**src/hdl/spq_pkg.sv**
```systemverilog
// Shared types, constants and sizes for the scale pitch quantizer.
package spq_pkg;

    localparam int VOICES       = 8;
    localparam int TABLE_DEPTH  = 128;
    localparam int PULSE_LENGTH = 512;
    localparam int QUEUE_DEPTH  = 2;

    localparam int VIDX_W  = (VOICES > 1) ? $clog2(VOICES) : 1;
    localparam int TIDX_W  = $clog2(TABLE_DEPTH);
    localparam int QPTR_W  = (QUEUE_DEPTH > 1) ? $clog2(QUEUE_DEPTH) : 1;
    localparam int QCNT_W  = $clog2(QUEUE_DEPTH + 1);

    localparam int VOICE_W = 3;
    localparam int CV_W    = 16;
    localparam int INDEX_W = 7;
    localparam int NOTE_W  = 20;
    localparam int OFFS_W  = 7;
    localparam int PULSE_W = 10;

    localparam logic [0:0] OP_SAMPLE = 1'b0;
    localparam logic [0:0] OP_WRITE  = 1'b1;

    localparam logic [0:0] REG_NOTE_OFFSET = 1'b0;
    localparam logic [0:0] REG_USE_TRIGGER = 1'b1;

    localparam logic signed [NOTE_W-1:0] SEARCH_BIAS = 20'sd16384;
    localparam logic signed [CV_W-1:0]   HALF_FIX    = 16'sd2048;

    typedef enum logic [1:0] {
        CMD_SAMPLE,
        CMD_WRITE,
        CMD_DROP
    } cmd_kind_t;

    typedef struct packed {
        cmd_kind_t                  kind;
        logic [VOICE_W-1:0]         voice;
        logic signed [CV_W-1:0]     pitch;
        logic signed [CV_W-1:0]     trig;
        logic signed [CV_W-1:0]     transpose;
        logic [TIDX_W-1:0]          index;
        logic signed [NOTE_W-1:0]   value;
    } cmd_t;

    typedef struct packed {
        logic signed [OFFS_W-1:0]   note_offset;
        logic                       use_trigger;
    } cfg_t;

    typedef enum logic [1:0] {
        ST_IDLE,
        ST_SCAN,
        ST_UPDATE
    } back_state_t;

endpackage

```
**src/hdl/scale_pitch_quantizer.sv**
```systemverilog
// Scale pitch quantizer: a sample beat is resolved by a linear scan of the note table
// through its single read port, which stops at the first entry above pitch plus 4 V or
// at the last entry; a table write beat is written straight from the queue head. A
// two-deep command queue lets input beats arrive while a sample is scanned, and
// the result register lets the next command start while a result waits. The note table
// has no reset and must be loaded completely before any sample beat is sent.
module scale_pitch_quantizer (
    input  logic            aclk,
    input  logic            aresetn,
    input  logic            s_tvalid,
    output logic            s_tready,
    // voice[2:0], pitch_in[18:3], trigger_in[34:19], transpose_in[50:35],
    // entry_index[57:51], entry_value[77:58], zero[79:78]
    input  logic [79:0]     s_tdata,
    // opcode[0]
    input  logic [0:0]      s_tuser,
    output logic            m_tvalid,
    input  logic            m_tready,
    // pitch_out[19:0], voice_out[22:20], zero[23]
    output logic [23:0]     m_tdata,
    // gate_out[0]
    output logic [0:0]      m_tuser,
    input  logic            psel,
    input  logic            penable,
    input  logic            pwrite,
    input  logic [2:0]      paddr,
    input  logic [31:0]     pwdata,
    output logic [31:0]     prdata,
    output logic            pready
);

    spq_pkg::cfg_t  cfg_reg;
    spq_pkg::cmd_t  push_cmd, head_cmd;
    logic           q_full, q_push, q_pop, q_not_empty;
    logic           cfg_we;

    assign pready = 1'b1;
    assign cfg_we = psel && penable && pwrite;

    always_ff @(posedge aclk) begin
        if (!aresetn) begin
            cfg_reg <= '0;
        end else if (cfg_we) begin
            case (paddr[2])
                spq_pkg::REG_NOTE_OFFSET: cfg_reg.note_offset <= pwdata[6:0];
                spq_pkg::REG_USE_TRIGGER: cfg_reg.use_trigger <= pwdata[0];
                default: begin
                end
            endcase
        end
    end

    always_comb begin
        case (paddr[2])
            spq_pkg::REG_NOTE_OFFSET: prdata = 32'(cfg_reg.note_offset);
            spq_pkg::REG_USE_TRIGGER: prdata = {31'd0, cfg_reg.use_trigger};
            default:                  prdata = '0;
        endcase
    end

    spq_front u_front (
        .s_tvalid (s_tvalid),
        .s_tready (s_tready),
        .s_tdata  (s_tdata),
        .s_tuser  (s_tuser),
        .q_full   (q_full),
        .q_push   (q_push),
        .q_cmd    (push_cmd)
    );

    spq_queue u_queue (
        .aclk      (aclk),
        .aresetn   (aresetn),
        .push      (q_push),
        .push_cmd  (push_cmd),
        .full      (q_full),
        .pop       (q_pop),
        .not_empty (q_not_empty),
        .head_cmd  (head_cmd)
    );

    spq_back u_back (
        .aclk        (aclk),
        .aresetn     (aresetn),
        .cfg         (cfg_reg),
        .q_not_empty (q_not_empty),
        .q_head      (head_cmd),
        .q_pop       (q_pop),
        .m_tvalid    (m_tvalid),
        .m_tready    (m_tready),
        .m_tdata     (m_tdata),
        .m_tuser     (m_tuser)
    );

endmodule

```
**src/hdl/spq_front.sv**
```systemverilog
// Input side: unpack beats, classify them into commands and push them to the queue.
module spq_front (
    input  logic                        s_tvalid,
    output logic                        s_tready,
    input  logic [79:0]                 s_tdata,
    input  logic [0:0]                  s_tuser,
    input  logic                        q_full,
    output logic                        q_push,
    output spq_pkg::cmd_t               q_cmd
);

    logic [spq_pkg::VOICE_W-1:0] voice;
    logic [spq_pkg::INDEX_W-1:0] entry_index;

    assign s_tready    = !q_full;
    assign q_push      = s_tvalid && !q_full;
    assign voice       = s_tdata[2:0];
    assign entry_index = s_tdata[57:51];

    always_comb begin
        q_cmd.voice     = voice;
        q_cmd.pitch     = s_tdata[18:3];
        q_cmd.trig      = s_tdata[34:19];
        q_cmd.transpose = s_tdata[50:35];
        q_cmd.index     = spq_pkg::TIDX_W'(entry_index);
        q_cmd.value     = s_tdata[77:58];
        if (s_tuser == spq_pkg::OP_WRITE) begin
            q_cmd.kind = (32'(entry_index) < spq_pkg::TABLE_DEPTH) ?
                         spq_pkg::CMD_WRITE : spq_pkg::CMD_DROP;
        end else begin
            q_cmd.kind = (32'(voice) < spq_pkg::VOICES) ?
                         spq_pkg::CMD_SAMPLE : spq_pkg::CMD_DROP;
        end
    end

endmodule

```
**src/hdl/spq_queue.sv**
```systemverilog
// Short command queue between the front and back parts.
module spq_queue (
    input  logic            aclk,
    input  logic            aresetn,
    input  logic            push,
    input  spq_pkg::cmd_t   push_cmd,
    output logic            full,
    input  logic            pop,
    output logic            not_empty,
    output spq_pkg::cmd_t   head_cmd
);

    spq_pkg::cmd_t                 slot_reg [spq_pkg::QUEUE_DEPTH];
    logic [spq_pkg::QPTR_W-1:0]    wr_ptr_reg, wr_ptr_next;
    logic [spq_pkg::QPTR_W-1:0]    rd_ptr_reg, rd_ptr_next;
    logic [spq_pkg::QCNT_W-1:0]    count_reg, count_next;
    logic                          do_push, do_pop;

    assign full      = (count_reg == spq_pkg::QCNT_W'(spq_pkg::QUEUE_DEPTH));
    assign not_empty = (count_reg != '0);
    assign head_cmd  = slot_reg[rd_ptr_reg];
    assign do_push   = push && !full;
    assign do_pop    = pop && not_empty;

    always_comb begin
        wr_ptr_next = wr_ptr_reg;
        rd_ptr_next = rd_ptr_reg;
        count_next  = count_reg;
        if (do_push) begin
            wr_ptr_next = (32'(wr_ptr_reg) == spq_pkg::QUEUE_DEPTH - 1) ?
                          '0 : wr_ptr_reg + 1'b1;
        end
        if (do_pop) begin
            rd_ptr_next = (32'(rd_ptr_reg) == spq_pkg::QUEUE_DEPTH - 1) ?
                          '0 : rd_ptr_reg + 1'b1;
        end
        if (do_push && !do_pop) begin
            count_next = count_reg + 1'b1;
        end else if (do_pop && !do_push) begin
            count_next = count_reg - 1'b1;
        end
    end

    always_ff @(posedge aclk) begin
        if (!aresetn) begin
            wr_ptr_reg <= '0;
            rd_ptr_reg <= '0;
            count_reg  <= '0;
        end else begin
            wr_ptr_reg <= wr_ptr_next;
            rd_ptr_reg <= rd_ptr_next;
            count_reg  <= count_next;
        end
    end

    always_ff @(posedge aclk) begin
        if (do_push) begin
            slot_reg[wr_ptr_reg] <= push_cmd;
        end
    end

endmodule

```
**src/hdl/spq_back.sv**
```systemverilog
// Execution side: note table, linear search, per-voice hold and gate, output scaling.
module spq_back (
    input  logic                aclk,
    input  logic                aresetn,
    input  spq_pkg::cfg_t       cfg,
    input  logic                q_not_empty,
    input  spq_pkg::cmd_t       q_head,
    output logic                q_pop,
    output logic                m_tvalid,
    input  logic                m_tready,
    output logic [23:0]         m_tdata,
    output logic [0:0]          m_tuser
);

    logic signed [spq_pkg::NOTE_W-1:0]  table_mem [spq_pkg::TABLE_DEPTH];
    logic signed [spq_pkg::NOTE_W-1:0]  rdata_reg;
    logic [spq_pkg::TIDX_W-1:0]         rd_addr;
    logic                               mem_we;

    spq_pkg::back_state_t               state_reg, state_next;
    logic [spq_pkg::TIDX_W-1:0]         dat_idx_reg, dat_idx_next;
    logic signed [spq_pkg::NOTE_W-1:0]  prev_reg, prev_next;
    logic signed [spq_pkg::NOTE_W-1:0]  cand_reg, cand_next;
    logic signed [16:0]                 limit_reg;
    logic signed [8:0]                  sum_reg;
    logic signed [16:0]                 adj_reg;
    logic [spq_pkg::VOICE_W-1:0]        voice_reg;
    logic signed [spq_pkg::CV_W-1:0]    trig_reg;
    logic                               load_cmd;

    logic signed [spq_pkg::NOTE_W-1:0]  held_reg  [spq_pkg::VOICES];
    logic [spq_pkg::PULSE_W-1:0]        pulse_reg [spq_pkg::VOICES];
    logic                               th_reg    [spq_pkg::VOICES];
    logic [spq_pkg::VIDX_W-1:0]         vidx;
    logic                               upd;
    logic signed [spq_pkg::NOTE_W-1:0]  held_new;
    logic [spq_pkg::PULSE_W-1:0]        pulse_new, pulse_mid;
    logic                               th_new, gate;

    logic signed [19:0]                 tprod, tprod_adj;
    logic signed [7:0]                  semis;
    logic                               sum_neg;
    logic [7:0]                         sum_mag;
    logic [16:0]                        adj_mag;
    logic [16:0]                        third;
    logic signed [21:0]                 res_wide;
    logic signed [spq_pkg::NOTE_W-1:0]  res;

    logic                               out_valid_reg;
    logic signed [spq_pkg::NOTE_W-1:0]  out_pitch_reg;
    logic [spq_pkg::VOICE_W-1:0]        out_voice_reg;
    logic                               out_gate_reg;
    logic                               out_free;

    assign vidx     = spq_pkg::VIDX_W'(voice_reg);
    assign out_free = !out_valid_reg || m_tready;

    // transpose to semitones, truncated toward zero
    assign tprod     = (20'(q_head.transpose) <<< 3) + (20'(q_head.transpose) <<< 2);
    assign tprod_adj = tprod[19] ? tprod + 20'sd4095 : tprod;
    assign semis     = 8'(tprod_adj >>> 12);

    // round(sum * 1024 / 3) = 341*m + (m+1)/3 on the magnitude
    assign sum_neg = sum_reg[8];
    assign sum_mag = sum_neg ? 8'(-sum_reg) : 8'(sum_reg);
    assign third   = 17'(((17'(sum_mag) + 17'd1) * 17'd171) >> 9);
    assign adj_mag = 17'(17'(sum_mag) * 17'd341) + third;

    always_comb begin
        state_next   = state_reg;
        dat_idx_next = dat_idx_reg;
        prev_next    = prev_reg;
        cand_next    = cand_reg;
        rd_addr      = '0;
        q_pop        = 1'b0;
        mem_we       = 1'b0;
        load_cmd     = 1'b0;
        upd          = 1'b0;
        case (state_reg)
            spq_pkg::ST_IDLE: begin
                if (q_not_empty) begin
                    q_pop = 1'b1;
                    case (q_head.kind)
                        spq_pkg::CMD_WRITE: begin
                            mem_we = 1'b1;
                        end
                        spq_pkg::CMD_SAMPLE: begin
                            load_cmd     = 1'b1;
                            dat_idx_next = '0;
                            state_next   = spq_pkg::ST_SCAN;
                        end
                        default: begin
                        end
                    endcase
                end
            end
            spq_pkg::ST_SCAN: begin
                rd_addr      = dat_idx_reg + 1'b1;
                dat_idx_next = dat_idx_reg + 1'b1;
                prev_next    = rdata_reg;
                if (dat_idx_reg != '0) begin
                    if (rdata_reg > limit_reg) begin
                        cand_next  = prev_reg;
                        state_next = spq_pkg::ST_UPDATE;
                    end else if (dat_idx_reg ==
                                 spq_pkg::TIDX_W'(spq_pkg::TABLE_DEPTH - 1)) begin
                        cand_next  = rdata_reg;
                        state_next = spq_pkg::ST_UPDATE;
                    end
                end
            end
            spq_pkg::ST_UPDATE: begin
                if (out_free) begin
                    upd        = 1'b1;
                    state_next = spq_pkg::ST_IDLE;
                end
            end
            default: begin
                state_next = spq_pkg::ST_IDLE;
            end
        endcase
    end

    always_comb begin
        held_new  = held_reg[vidx];
        th_new    = th_reg[vidx];
        pulse_mid = pulse_reg[vidx];
        if (!cfg.use_trigger) begin
            if (cand_reg != held_reg[vidx]) begin
                held_new  = cand_reg;
                pulse_new = spq_pkg::PULSE_W'(spq_pkg::PULSE_LENGTH);
                gate      = 1'b1;
            end else if (pulse_mid != '0) begin
                pulse_new = pulse_mid - 1'b1;
                gate      = 1'b1;
            end else begin
                pulse_new = pulse_mid;
                gate      = 1'b0;
            end
        end else begin
            if (!th_reg[vidx] && trig_reg > spq_pkg::HALF_FIX) begin
                th_new    = 1'b1;
                held_new  = cand_reg;
                pulse_mid = spq_pkg::PULSE_W'(spq_pkg::PULSE_LENGTH);
            end else if (th_reg[vidx] && trig_reg < spq_pkg::HALF_FIX) begin
                th_new = 1'b0;
            end
            if (pulse_mid != '0) begin
                pulse_new = pulse_mid - 1'b1;
                gate      = 1'b1;
            end else begin
                pulse_new = pulse_mid;
                gate      = 1'b0;
            end
        end
    end

    assign res_wide = 22'(held_new) - 22'(spq_pkg::SEARCH_BIAS) + 22'(adj_reg);
    always_comb begin
        if (res_wide > 22'sd524287) begin
            res = 20'sh7FFFF;
        end else if (res_wide < -22'sd524288) begin
            res = 20'sh80000;
        end else begin
            res = 20'(res_wide);
        end
    end

    always_ff @(posedge aclk) begin
        if (mem_we) begin
            table_mem[q_head.index] <= q_head.value;
        end
        rdata_reg <= table_mem[rd_addr];
    end

    always_ff @(posedge aclk) begin
        if (!aresetn) begin
            state_reg     <= spq_pkg::ST_IDLE;
            out_valid_reg <= 1'b0;
            for (int v = 0; v < spq_pkg::VOICES; v++) begin
                held_reg[v]  <= '0;
                pulse_reg[v] <= '0;
                th_reg[v]    <= 1'b0;
            end
        end else begin
            state_reg <= state_next;
            if (upd) begin
                held_reg[vidx]  <= held_new;
                pulse_reg[vidx] <= pulse_new;
                th_reg[vidx]    <= th_new;
                out_valid_reg   <= 1'b1;
            end else if (m_tready) begin
                out_valid_reg <= 1'b0;
            end
        end
    end

    always_ff @(posedge aclk) begin
        dat_idx_reg <= dat_idx_next;
        prev_reg    <= prev_next;
        cand_reg    <= cand_next;
        adj_reg     <= sum_neg ? -$signed(adj_mag) : $signed(adj_mag);
        if (load_cmd) begin
            voice_reg <= q_head.voice;
            trig_reg  <= q_head.trig;
            limit_reg <= 17'(q_head.pitch) + 17'sd16384;
            sum_reg   <= 9'(semis) + 9'(cfg.note_offset);
        end
        if (upd) begin
            out_pitch_reg <= res;
            out_voice_reg <= voice_reg;
            out_gate_reg  <= gate;
        end
    end

    assign m_tvalid = out_valid_reg;
    assign m_tdata  = {1'b0, out_voice_reg, out_pitch_reg};
    assign m_tuser  = out_gate_reg;

endmodule

```
**config.mk**
```make
export PLATFORM = sky130hd
export DESIGN_NAME = scale_pitch_quantizer
export DESIGN_NICKNAME = d
export VERILOG_FILES = /design/src/hdl/spq_pkg.sv /design/src/hdl/scale_pitch_quantizer.sv /design/src/hdl/spq_front.sv /design/src/hdl/spq_queue.sv /design/src/hdl/spq_back.sv
export SDC_FILE = /design/constraint.sdc
export NUM_CORES = 2
export LEC_CHECK = 0
export ABC_CLOCK_PERIOD_IN_PS = 22300
export BUFFER_PORTS_ARGS = -buffer_cell sky130_fd_sc_hd__buf_2
export CORE_AREA = 2 2 554 611
export DETAILED_ROUTE_END_ITERATION = 8
export DIE_AREA = 0 0 556 613
export SLEW_MARGIN = 20
export SYNTH_ARGS = -nofsm -noshare
export SYNTH_HDL_FRONTEND = slang
export SYNTH_SLANG_ARGS = --single-unit
```
**constraint.sdc**
```tcl
create_clock -name aclk -period 22.3 [get_ports aclk]
set_clock_uncertainty 0.15 [all_clocks]
set_input_delay 2.23 -clock aclk [delete_from_list [all_inputs] [get_ports aclk]]
set_output_delay 2.23 -clock aclk [all_outputs]
set_load 0.01 [all_outputs]
```
==> reports/results.tsv <==
metric	value	unit
Hold Path Class	reg2reg	
Crit-path slowest cell	or4b_2	
I/O pin count	183	
Syn Nets	7651	
Worst Hold End	u_back.th_reg[7]	
wire length per cell	27.2	um
Fin. Hold Viols	0	
synthesized area	127000	um2
measured slew at the worst slew-check pin	1.11	ns
Worst-path clk slew	0.06	ns
FF+latch count, synth	3138	
Mapped Cells	7309	
initial antenna violation count	14	
Largest register FFs	2560	
share of layout cells above drive strength 1	19.1	%
Clock Tree Buf Depth	4	
Seq/Total Area, Yosys	73.9	%
Final Slew Violations	0	
Slew headroom	23.7	%
synth-to-layout area growth	13.3	%
hold buffer count at CTS	0	
most frequent CP cell	inv_1	
async set-reset flop share out of synthesis	0	%
PortBufs	151	
CP arrival	11.19	ns
via density per instance	5.81	
final setup fails	0	
HPWL after DPL	188000	um
number of synthesized flops with an enable pin	3074	
Synth area leader	edfxtp_1	
TritonCTS Buffers	327	
Worst-Skew Late Latency	0.92	ns
Req. time, crit path	22.89	ns
num rows	223	
postcts setup bufs	0	
Tmin final	10.60	ns
hold path depth	2	
Antenna Violating Nets Remaining	0	
H-tree depth	5	
final net count	7857	
Clock Tree Root	clkbuf_16	
DIE AREA	341000	um2
Critical Path Max Stage Delay	0.70	ns
Yosys cell types	87	
HP Start	u_back.th_reg[7]	
chip width	556	um
CP Class	reg2reg	
largest cells by area after synthesis	edfxtp_1, mux4_2, o221ai_1, ha_1, a21oi_1	
gpl congestion	0.842	
post-synth top area share	72.9	%
first-pass GRT wire length	477000	um
Placeable Area	335000	um2
CTS tree	built	
Syn. warnings	0	
Setup WS pre-CTS	11.65	ns
Congestion Overflow GR	0	
drt pass-1 iters	7	
CP max FO	10	
unrepaired setup endpoints after global routing	no	
total track usage	18.9	%
syn_area_per_cell	17.3	um2
R2R Setup Slk	11.70	ns
RR Startpoint	u_back.sum_reg[0]	
Final Cycle Share	47.5	%
Initial Utilization	37.9	%
DRC	0	
Post-CTS Resized	0	
fin worst setup slack	11.70	ns
Via Count	70600	
TNS Setup	0	ns
Fmax	94.4	MHz
CP endpoint kind	register	
status	completed	
drt initial violations	7652	
CTS sink cnt	3138	
Worst R2R Path Depth	40	
commonest cells after routing, fill and taps aside	edfxtp_1, o221ai_1, a21oi_1	
r2r endpoint	u_back.adj_reg[16]	
Synth Flop Type	edfxtp_1	
WHS	0.324	ns
final WL	330000	um
Max Cap Viol	0	
CP Launch Type	register	
die height	613	um
vias in the first global route	69600	
most common cell after layout, fill and taps aside	edfxtp_1	
largest net degree at the start of global routing	150	
## Yosys cell counts (27+ instances only)
master	number
nor4_1	27
inv_1	185
buf_1	54
a211oi_1	172
o221ai_1	641
mux4_2	370
clkbuf_1	411
nand2_1	122
mux2_2	117
dfxtp_1	64
buf_4	31
nor2b_1	37
o21ai_0	228
xnor2_1	74
ha_1	183
fa_1	36
a21oi_1	381
xor2_1	38
edfxtp_1	3074
nor3_1	34
nor2_1	422
o22ai_1	90
mux2i_1	44
nand3_1	190
## cells by family after synthesis
kind of cell,after synthesis,synth area share (%)
buffers and inverters,701,2.22
muxes,541,8.08
and+or+nand+nor,929,3.33
other,2,0.00593
AOI/OAI and AO/OA,1667,9.30
adders and majority gates,219,2.38
DFF,3138,73.9
xor gates and xnor gates,112,0.775
## final cells by class
class                   count  area [um2]
well taps                4387        5490
flip-flops and latches   3138       93600
clock buffers             393        8470
clock inverters           188        1800
diodes                      6        15.0
repair buffers            391        2710
inverters                 187         717
multi-input cells        3470       30700
fillers                 29000      191000
## worst max-delay path by stage
stage,start,endpoint,slack (ns),cells past startpoint
after detailed placement,u_back.sum_reg[0],u_back.adj_reg[16],11.65,40
after global placement,u_back.sum_reg[0],u_back.adj_reg[16],11.57,40
after global routing,u_back.sum_reg[0],u_back.adj_reg[16],10.87,40
after floorplan,u_back.sum_reg[0],u_back.adj_reg[16],12.86,40
final,u_back.sum_reg[0],u_back.adj_reg[16],11.70,40
after CTS,u_back.sum_reg[0],u_back.adj_reg[16],11.63,40
## through the flow
stage,instances,instance area (um2),util (%)
4_1_cts,12200,143000,42.9
2_1_floorplan,7309,127000,-
5_1_grt,12200,144000,42.9
3_5_place_dp,11600,133000,39.8
3_3_place_gp,11600,133000,39.8
6_report,12200,144000,42.9
## routing by layer
metal	track usage (%)	part of all wire [%]
met5	0	0.010
met4	7.31	4.0
met3	2.79	7.3
met2	30.9	48
met1	25.4	41
## worst max-delay path: cells and delay by family, from the launching register on
family	cells	cell delay, ns
fa+ha+maj	10	4.15
compound gates	9	2.02
simple gates	9	1.54
xor+xnor	5	1.44
flops	1	0.60
buf+inv	7	0.58
Power is left out: the tool's default activity adds up to more than one toggle a clock period on the data nets, which glitch-free logic cannot reach.
